## config.mk

```make
export PLATFORM = sky130hd
export DESIGN_NAME = analog_key_velocity_tracker_top
export DESIGN_NICKNAME = d
export VERILOG_FILES = /design/src/rtl/akvt_pkg.sv /design/src/rtl/akvt_front.sv /design/src/rtl/akvt_queue.sv /design/src/rtl/akvt_back.sv /design/src/rtl/analog_key_velocity_tracker_top.sv
export SDC_FILE = /design/constraint.sdc
export NUM_CORES = 2
export LEC_CHECK = 0
export BUFFER_PORTS_ARGS = -buffer_cell sky130_fd_sc_hd__clkbuf_2
export CORE_MARGIN = 1
export CORE_UTILIZATION = 45
export CTS_CLUSTER_SIZE = 12
export DETAILED_ROUTE_END_ITERATION = 8
export PLACE_DENSITY = 0.72
export SLEW_MARGIN = 0
export SYNTH_ARGS = -nofsm -noshare
export SYNTH_HDL_FRONTEND = slang
export SYNTH_SLANG_ARGS = --single-unit
```

## constraint.sdc

```tcl
create_clock -name i_clk -period 9.9 [get_ports i_clk]
set_input_delay 1.98 -clock i_clk [delete_from_list [all_inputs] [get_ports i_clk]]
set_output_delay 1.98 -clock i_clk [all_outputs]
set_load 0.05 [all_outputs]
```

## src/rtl/akvt_pkg.sv

```systemverilog
`default_nettype none

package akvt_pkg;

    localparam int NUM_KEYS    = 16;
    localparam int TIME_BITS   = 32;
    localparam int KEY_W       = 4;
    localparam int KEY_IDX_W   = $clog2(NUM_KEYS);
    localparam int POS_W       = 8;
    localparam int TS_W        = 32;
    localparam int CFG_IDX_W   = 1;
    localparam int CFG_DATA_W  = 8;
    localparam int QUEUE_DEPTH = 4;
    localparam int QPTR_W      = $clog2(QUEUE_DEPTH);
    localparam int QCNT_W      = $clog2(QUEUE_DEPTH + 1);

    // register indexes of the configuration port
    localparam logic [CFG_IDX_W-1:0] CFG_PRESS_THR = 1'd0;
    localparam logic [CFG_IDX_W-1:0] CFG_END_THR   = 1'd1;

    localparam logic [POS_W-1:0] PRESS_THR_RST = 8'd128;
    localparam logic [POS_W-1:0] END_THR_RST   = 8'd5;

    // classification done at the front, against the thresholds
    typedef struct packed {
        logic in_range;
        logic below_press;
        logic above_press;
        logic below_end;
    } t_class;

    typedef struct packed {
        logic [KEY_W-1:0]     key;
        logic [POS_W-1:0]     sample;
        logic [TIME_BITS-1:0] time_stamp;
        t_class               cls;
    } t_item;

    typedef struct packed {
        logic full;
        logic empty;
    } t_queue_status;

endpackage

`default_nettype wire

```

## src/rtl/akvt_front.sv

```systemverilog
`default_nettype none

module akvt_front (
    input  wire logic                         i_in_valid,
    output logic                              o_in_ready,
    input  wire logic [akvt_pkg::KEY_W-1:0]   i_key_index,
    input  wire logic [akvt_pkg::POS_W-1:0]   i_sample,
    input  wire logic [akvt_pkg::TS_W-1:0]    i_timestamp,
    input  wire logic [akvt_pkg::POS_W-1:0]   i_press_thr,
    input  wire logic [akvt_pkg::POS_W-1:0]   i_end_thr,
    input  wire akvt_pkg::t_queue_status      i_q_status,
    output logic                              o_push,
    output akvt_pkg::t_item                   o_item
);

    localparam int CMP_W = akvt_pkg::KEY_W + 1;

    assign o_in_ready = !i_q_status.full;
    assign o_push     = i_in_valid && !i_q_status.full;

    always_comb begin
        o_item.key         = i_key_index;
        o_item.sample      = i_sample;
        o_item.time_stamp  = akvt_pkg::TIME_BITS'(i_timestamp);
        o_item.cls.in_range    = ({1'b0, i_key_index} < CMP_W'(akvt_pkg::NUM_KEYS));
        o_item.cls.below_press = (i_sample < i_press_thr);
        o_item.cls.above_press = (i_sample > i_press_thr);
        o_item.cls.below_end   = (i_sample < i_end_thr);
    end

endmodule

`default_nettype wire

```

## src/rtl/akvt_queue.sv

```systemverilog
`default_nettype none

module akvt_queue (
    input  wire logic                 i_clk,
    input  wire logic                 i_rst_n,
    input  wire logic                 i_push,
    input  wire akvt_pkg::t_item      i_item,
    input  wire logic                 i_pop,
    output akvt_pkg::t_item           o_item,
    output akvt_pkg::t_queue_status   o_status
);

    akvt_pkg::t_item                 r_mem [akvt_pkg::QUEUE_DEPTH];
    logic [akvt_pkg::QPTR_W-1:0]     r_wr_ptr, n_wr_ptr;
    logic [akvt_pkg::QPTR_W-1:0]     r_rd_ptr, n_rd_ptr;
    logic [akvt_pkg::QCNT_W-1:0]     r_count, n_count;
    logic                            w_do_pop;

    assign o_status.full  = (r_count == akvt_pkg::QCNT_W'(akvt_pkg::QUEUE_DEPTH));
    assign o_status.empty = (r_count == '0);
    assign o_item         = r_mem[r_rd_ptr];
    assign w_do_pop       = i_pop && !o_status.empty;

    always_comb begin
        n_wr_ptr = i_push   ? r_wr_ptr + 1'b1 : r_wr_ptr;
        n_rd_ptr = w_do_pop ? r_rd_ptr + 1'b1 : r_rd_ptr;
        n_count  = r_count;
        if (i_push && !w_do_pop) begin
            n_count = r_count + 1'b1;
        end else if (!i_push && w_do_pop) begin
            n_count = r_count - 1'b1;
        end
    end

    always_ff @(posedge i_clk) begin
        if (!i_rst_n) begin
            r_wr_ptr <= '0;
            r_rd_ptr <= '0;
            r_count  <= '0;
        end else begin
            r_wr_ptr <= n_wr_ptr;
            r_rd_ptr <= n_rd_ptr;
            r_count  <= n_count;
        end
    end

    always_ff @(posedge i_clk) begin
        if (i_push) begin
            r_mem[r_wr_ptr] <= i_item;
        end
    end

endmodule

`default_nettype wire

```

## src/rtl/akvt_back.sv

```systemverilog
`default_nettype none

module akvt_back (
    input  wire logic                             i_clk,
    input  wire logic                             i_rst_n,
    input  wire akvt_pkg::t_item                  i_item,
    input  wire akvt_pkg::t_queue_status          i_q_status,
    output logic                                  o_pop,
    output logic                                  o_out_valid,
    input  wire logic                             i_out_ready,
    output logic [akvt_pkg::KEY_W-1:0]            o_key_out,
    output logic [akvt_pkg::POS_W-1:0]            o_position,
    output logic                                  o_pressed,
    output logic                                  o_press_event,
    output logic                                  o_end_event,
    output logic                                  o_release_event,
    output logic [akvt_pkg::TS_W-1:0]             o_press_time,
    output logic [akvt_pkg::POS_W-1:0]            o_press_position,
    output logic [akvt_pkg::TS_W-1:0]             o_travel_end_time,
    output logic [akvt_pkg::POS_W-1:0]            o_travel_end_position
);

    localparam int TB = akvt_pkg::TIME_BITS;
    localparam int PW = akvt_pkg::POS_W;

    // per-key records, flip-flops, cleared at reset
    logic [PW-1:0] r_pos    [akvt_pkg::NUM_KEYS];
    logic          r_prs    [akvt_pkg::NUM_KEYS];
    logic [TB-1:0] r_st_t   [akvt_pkg::NUM_KEYS];
    logic [PW-1:0] r_st_p   [akvt_pkg::NUM_KEYS];
    logic [TB-1:0] r_end_t  [akvt_pkg::NUM_KEYS];
    logic [PW-1:0] r_end_p  [akvt_pkg::NUM_KEYS];

    logic                            r_out_valid;
    logic [akvt_pkg::KEY_IDX_W-1:0]  w_idx;
    logic                            w_ok;
    logic [PW-1:0]                   w_prev, w_end_mid;
    logic                            w_pev, w_eev, w_rev, w_prs_mid, n_prs;
    logic [TB-1:0]                   n_st_t, n_end_t;
    logic [PW-1:0]                   n_st_p, n_end_p;

    assign o_pop       = !i_q_status.empty && (!r_out_valid || i_out_ready);
    assign o_out_valid = r_out_valid;
    assign w_idx       = i_item.key[akvt_pkg::KEY_IDX_W-1:0];
    assign w_ok        = i_item.cls.in_range;

    always_comb begin
        w_prev    = r_pos[w_idx];
        w_pev     = i_item.cls.below_press && !r_prs[w_idx] && (w_prev > i_item.sample);
        w_end_mid = w_pev ? '0 : r_end_p[w_idx];
        w_eev     = i_item.cls.below_end && (w_end_mid == '0);
        w_prs_mid = r_prs[w_idx] || w_pev;
        w_rev     = w_prs_mid && i_item.cls.above_press;
        n_prs     = w_prs_mid && !w_rev;
        n_st_t    = w_pev ? i_item.time_stamp : r_st_t[w_idx];
        n_st_p    = w_pev ? i_item.sample     : r_st_p[w_idx];
        n_end_t   = w_eev ? i_item.time_stamp : r_end_t[w_idx];
        n_end_p   = w_eev ? i_item.sample     : w_end_mid;
    end

    always_ff @(posedge i_clk) begin
        if (!i_rst_n) begin
            for (int k = 0; k < akvt_pkg::NUM_KEYS; k++) begin
                r_pos[k]   <= '0;
                r_prs[k]   <= 1'b0;
                r_st_t[k]  <= '0;
                r_st_p[k]  <= '0;
                r_end_t[k] <= '0;
                r_end_p[k] <= '0;
            end
        end else if (o_pop && w_ok) begin
            r_pos[w_idx]   <= i_item.sample;
            r_prs[w_idx]   <= n_prs;
            r_st_t[w_idx]  <= n_st_t;
            r_st_p[w_idx]  <= n_st_p;
            r_end_t[w_idx] <= n_end_t;
            r_end_p[w_idx] <= n_end_p;
        end
    end

    always_ff @(posedge i_clk) begin
        if (!i_rst_n) begin
            r_out_valid <= 1'b0;
        end else if (o_pop) begin
            r_out_valid <= 1'b1;
        end else if (i_out_ready) begin
            r_out_valid <= 1'b0;
        end
    end

    // out-of-range key reports zeros besides the key itself
    always_ff @(posedge i_clk) begin
        if (o_pop) begin
            o_key_out             <= i_item.key;
            o_position            <= w_ok ? i_item.sample : '0;
            o_pressed             <= w_ok && n_prs;
            o_press_event         <= w_ok && w_pev;
            o_end_event           <= w_ok && w_eev;
            o_release_event       <= w_ok && w_rev;
            o_press_time          <= w_ok ? akvt_pkg::TS_W'(n_st_t) : '0;
            o_press_position      <= w_ok ? n_st_p : '0;
            o_travel_end_time     <= w_ok ? akvt_pkg::TS_W'(n_end_t) : '0;
            o_travel_end_position <= w_ok ? n_end_p : '0;
        end
    end

endmodule

`default_nettype wire

```

## src/rtl/analog_key_velocity_tracker_top.sv

```systemverilog
`default_nettype none

// Analog key velocity tracker.
// Input channel (i_in_valid / o_in_ready) carries one transaction per key
// position sample: key index, 8-bit position (lower is deeper), timestamp.
// Output channel (o_out_valid / i_out_ready) returns one transaction per
// input with the key's updated record and press / end / release flags.
// Thresholds are set through i_cfg_we / i_cfg_addr / i_cfg_wdata while idle;
// the user must keep to this; the block does not enforce it. Index 0 is the
// press threshold, index 1 the travel-end threshold. Samples pass through the
// queue to the output register. Throughput: 1 transaction per cycle while the
// receiver is ready; the per-key update is one read-modify-write of flip-flop
// records, so consecutive samples of the same key need no forwarding.
// A 4-entry queue sits between the classifier and the update stage. When the
// receiver stalls, the output register holds its transaction, the queue
// fills, and o_in_ready drops once 4 transactions wait.
// Reset (synchronous, active low) clears all key records to zero, empties
// the queue, drops o_out_valid and loads thresholds 128 and 5.

module analog_key_velocity_tracker_top (
    input  wire logic                                 i_clk,
    input  wire logic                                 i_rst_n,
    // configuration
    input  wire logic                                 i_cfg_we,
    input  wire logic [akvt_pkg::CFG_IDX_W-1:0]       i_cfg_addr,
    input  wire logic [akvt_pkg::CFG_DATA_W-1:0]      i_cfg_wdata,
    // sample input
    input  wire logic                                 i_in_valid,
    output logic                                      o_in_ready,
    input  wire logic [akvt_pkg::KEY_W-1:0]           i_key_index,
    input  wire logic [akvt_pkg::POS_W-1:0]           i_sample,
    input  wire logic [akvt_pkg::TS_W-1:0]            i_timestamp,
    // record output
    output logic                                      o_out_valid,
    input  wire logic                                 i_out_ready,
    output logic [akvt_pkg::KEY_W-1:0]                o_key_out,
    output logic [akvt_pkg::POS_W-1:0]                o_position,
    output logic                                      o_pressed,
    output logic                                      o_press_event,
    output logic                                      o_end_event,
    output logic                                      o_release_event,
    output logic [akvt_pkg::TS_W-1:0]                 o_press_time,
    output logic [akvt_pkg::POS_W-1:0]                o_press_position,
    output logic [akvt_pkg::TS_W-1:0]                 o_travel_end_time,
    output logic [akvt_pkg::POS_W-1:0]                o_travel_end_position
);

    // threshold registers
    logic [akvt_pkg::POS_W-1:0] r_press_thr;
    logic [akvt_pkg::POS_W-1:0] r_end_thr;

    always_ff @(posedge i_clk) begin
        if (!i_rst_n) begin
            r_press_thr <= akvt_pkg::PRESS_THR_RST;
            r_end_thr   <= akvt_pkg::END_THR_RST;
        end else if (i_cfg_we) begin
            unique case (i_cfg_addr)
                akvt_pkg::CFG_PRESS_THR: r_press_thr <= i_cfg_wdata[akvt_pkg::POS_W-1:0];
                akvt_pkg::CFG_END_THR:   r_end_thr   <= i_cfg_wdata[akvt_pkg::POS_W-1:0];
                default: ;
            endcase
        end
    end

    akvt_pkg::t_item         w_push_item;
    akvt_pkg::t_item         w_head_item;
    akvt_pkg::t_queue_status w_q_status;
    logic                    w_push;
    logic                    w_pop;

    // front: accept and classify against thresholds
    akvt_front u_front (
        .i_in_valid  (i_in_valid),
        .o_in_ready  (o_in_ready),
        .i_key_index (i_key_index),
        .i_sample    (i_sample),
        .i_timestamp (i_timestamp),
        .i_press_thr (r_press_thr),
        .i_end_thr   (r_end_thr),
        .i_q_status  (w_q_status),
        .o_push      (w_push),
        .o_item      (w_push_item)
    );

    akvt_queue u_queue (
        .i_clk    (i_clk),
        .i_rst_n  (i_rst_n),
        .i_push   (w_push),
        .i_item   (w_push_item),
        .i_pop    (w_pop),
        .o_item   (w_head_item),
        .o_status (w_q_status)
    );

    // back: per-key record update and output register
    akvt_back u_back (
        .i_clk                 (i_clk),
        .i_rst_n               (i_rst_n),
        .i_item                (w_head_item),
        .i_q_status            (w_q_status),
        .o_pop                 (w_pop),
        .o_out_valid           (o_out_valid),
        .i_out_ready           (i_out_ready),
        .o_key_out             (o_key_out),
        .o_position            (o_position),
        .o_pressed             (o_pressed),
        .o_press_event         (o_press_event),
        .o_end_event           (o_end_event),
        .o_release_event       (o_release_event),
        .o_press_time          (o_press_time),
        .o_press_position      (o_press_position),
        .o_travel_end_time     (o_travel_end_time),
        .o_travel_end_position (o_travel_end_position)
    );

    // a press start always leaves the key pressed
    a_press_sets_pressed: assert property (@(posedge i_clk) disable iff (!i_rst_n)
        (o_out_valid && o_press_event) |-> o_pressed)
        else $error("press event without pressed flag");

    // release clears the flag and never coincides with a press start
    a_release_clears: assert property (@(posedge i_clk) disable iff (!i_rst_n)
        (o_out_valid && o_release_event) |-> (!o_pressed && !o_press_event))
        else $error("release event inconsistent with flags");

    // a recorded travel end lies below the end threshold
    a_end_below_thr: assert property (@(posedge i_clk) disable iff (!i_rst_n)
        (o_out_valid && o_end_event) |-> (o_travel_end_position < r_end_thr))
        else $error("travel end recorded above end threshold");

    // the queue only fills behind a transaction waiting at the output
    a_full_only_stalled: assert property (@(posedge i_clk) disable iff (!i_rst_n)
        w_q_status.full |-> o_out_valid)
        else $error("queue full with no output transaction waiting");

endmodule

`default_nettype wire
```

==> impl_metrics.toml <==
[sta]
slew_viol_final = 0
timing.fmax_mhz = 150
rsz0062_at_grt = "false"
worst_pin_slew_ns = 1.31
setup_viol = 0
fin_tns_setup_ns = 0
fin_ws_ns = 3.24
relSlewSlack_pct = 11.8
final_hold_viol_count = 0
min_period_ns = 6.66
fin_skew_ns = 0.0316
fin_crit_sh_pct = 67.3

[grt]
use_met3_pct = 5.28
grt_max_degree = 104
track_usage_pct = 24.8
antenna_found_initial = 17
grt_overflow_total = 0
grt.busiest_layer = "met2"
grt_pass1_wl_um = 313000
gr-usage-met1_pct = 31.1
met2_usage_pct = 40.8
grt_pass1_vias = 46166

[critical_path]
required_ns = 10.39
cp_slowest_cell = "o211a_4"
crit_fanout = 56
cp-end-kind = "flip-flop"
cpPeakStageDelay_ns = 0.98
r2r_cells = 14
worstPathArrival_ns = 7.15
crit_chain = "mux4_4, buf_4, mux4_2, mux2i_1, o21ai_0, ha_1, and3_1, o21a_1, o31ai_1, a21oi_1, o21ai_4, o211a_4, or4_1, nand2_1"
path_class = "flip-flop to flip-flop"
critPathLaunchType = "flip-flop"

[clock_network]
clk_pin_slew_ns = 0.06
cts_buffers = 175
root_buffer = "clkbuf_16"
ctsLongestPathBuffers = 3
clock-sinks = 1734
tritoncts = "done"
postCtsSetupBuffers = 0
cts_resized = 0
htreeDepth = 4
clk_latency_ns = 0.82
hold_buffers = 0

[power_and_ir_drop]
ir_drop_mv = 0.297
swShare_pct = 41.2
power.density_nw_per_um2 = 310
pwr-share-comb_pct = 40.2
p_switching_w = 0.0107
p_clk_share_pct = 23.5
power_leakage_nw = 29.5
seqPwrFrac_pct = 36.3
p_int_w = 0.0153

[synthesis]
synthFlopType = "edfxtp_1"
avgSynthCellArea_um2 = 14.7
ys_types = 51
yosys_warnings = 0
yosys_register_bits = 1734
ys_seq_area_share_pct = 67.4
synth_area_um2 = 76600
synthesis.instances = 5198
syn-num-nets = 5285
async_flop_share_pct = 0
synth_enable_flop_cells = 1692

[detailed_routing]
avgViaCountPerCell = 6.24
postRouteAntennaNets = 0
wirelength_um = 216000
first_pass_iters = 7
first_iter_violations = 6290
remaining_drc_errors = 0
via_count = 46416
avgRoutedWirePerCell_um = 29.0

[final_layout]
ff_latch_area_um2 = 51700
syn_to_final_growth_pct = 9.86
fill_cells = 14041
nets = 5194
layout_commonest_cell = "edfxtp_1"
drive_gt1_share_pct = 21.8
multi_input_area_um2 = 22600
layout_common_cells = "edfxtp_1, nor2_1, a21oi_1, mux4_2, mux2i_1"

[die]
die_y_um = 415
core-area_um2 = 169000
dieArea_um2 = 172000
io_pins = 156
fp-row-count = 151
chipWidth_um = 415
initial_core_util_pct = 45.2

[placement]
io_buffers = 155
pre_cts_ws_ns = 3.26
gp_congestion = 0.832
post-dp-hpwl_um = 113000

[run_status]
status = "completed"

[run]
max_cap_violations = 0

[hold_path]
min_path_type = "flip-flop to flip-flop"
whs_path_depth = 2
==> power groups by stage <==
stage          Clock, W  Sequential (W)  Combinational, W
2_1_floorplan         0          0.0102           0.00689
3_3_place_gp          0         0.00959            0.0102
3_5_place_dp          0         0.00962            0.0103
4_1_cts         0.00617         0.00948            0.0104
5_1_grt         0.00642         0.00953            0.0110
6_report        0.00612         0.00946            0.0105
==> logic make-up (layout without fill, tap and decap cells) <==
family          Yosys count  after routing  synth area share, %
compound gates          842            842                 7.50
mux                     668            668                 14.2
flops                  1734           1734                 67.4
other cells               0              7                    0
simple gates           1297           1297                 6.68
xor+xnor                  5              5               0.0572
buf+inv                 623            642                 3.66
fa+ha+maj                29             29                0.484
==> synthesized netlist by cell type (all sizes together), types with 3 or more instances <==
master | count | share of area [%]
a21o | 9 | 0.088
clkbuf | 324 | 1.6
and2 | 9 | 0.074
buf | 217 | 1.7
inv | 82 | 0.40
and3 | 6 | 0.049
a22oi | 6 | 0.059
xnor2 | 3 | 0.034
a21boi | 15 | 0.15
mux4 | 324 | 9.5
o41a | 8 | 0.12
o211ai | 6 | 0.072
nand2b | 6 | 0.049
a31o | 8 | 0.091
nor2b | 7 | 0.057
a21oi | 497 | 4.0
nand4 | 7 | 0.057
mux2i | 247 | 3.2
or4 | 28 | 0.27
nand2 | 208 | 1.0
mux2 | 97 | 1.4
o22ai | 26 | 0.21
dfxtp | 42 | 1.1
o21ai | 110 | 0.73
nor2 | 984 | 4.8
a311o | 64 | 0.84
edfxtp | 1692 | 66
nand3 | 37 | 0.24
ha | 28 | 0.46
nor3 | 3 | 0.020
o31ai | 85 | 1.1
==> critical path, delay by kind of cell (launching register included) <==
family | cells | cell delay (ns)
compound gates | 6 | 1.72
mux | 3 | 1.65
simple gates | 3 | 1.15
buf+inv | 1 | 0.74
flops | 1 | 0.62
fa+ha+maj | 1 | 0.35
==> registers in the layout, indices dropped and copies added (netlist names), 2 cells and up, named ones only <==
signal,flops
u_queue.r_wr_ptr,2
u_back.o_key_out,4
r_end_thr,8
u_queue.r_count,3
u_back.r_st_p,128
u_queue.r_mem,188
u_back.o_travel_end_position,8
u_back.o_position,8
u_back.r_end_t,512
u_back.r_pos,128
u_back.r_end_p,128
u_back.o_travel_end_time,32
u_back.r_st_t,512
u_queue.r_rd_ptr,2
r_press_thr,8
u_back.o_press_position,8
u_back.o_press_time,32
u_back.r_prs,16
==> worst paths after layout <==
kind,slack [ns],startpoint,end
setup / recovery,3.24,flip-flop,u_back.o_travel_end_time[25]$_DFFE_PP_
hold / removal,0.47,r_end_thr[5]$_SDFFE_PN0P_,r_end_thr[5]$_SDFFE_PN0P_
setup reg to reg,3.24,flip-flop,u_back.o_travel_end_time[25]$_DFFE_PP_
hold reg to reg,0.47,r_end_thr[5]$_SDFFE_PN0P_,r_end_thr[5]$_SDFFE_PN0P_
==> area by class of cell <==
class / count / area share [%]
diodes: 7 / 0.0208
well taps: 2218 / 3.30
clock inverters: 48 / 0.486
inverters: 82 / 0.375
flip-flops and latches: 1734 / 61.4
multi-input cells: 2841 / 26.8
repair buffers: 273 / 2.06
clock buffers: 239 / 5.55
==> stage by stage <==
stage               util, %  hold slack [ns]  total power [W]  cells  cell area, um^2
floorplan                 -            0.442           0.0171   5198            76600
global placement       46.7            0.452           0.0198   7148            79000
detailed placement     46.7            0.459           0.0200   7148            79000
CTS                    49.7            0.467           0.0260   7435            84100
global route           49.7            0.500           0.0270   7435            84100
finish                 49.7            0.466           0.0261   7442            84100
==> layer usage <==
metal | wire length (um) | part of all wire, %
met2 | 105000 | 49
met5 | 174 | 0.081
met4 | 11100 | 5.1
met1 | 76600 | 35
met3 | 23100 | 11
No activity file was read; power rests on OpenSTA's default activity.
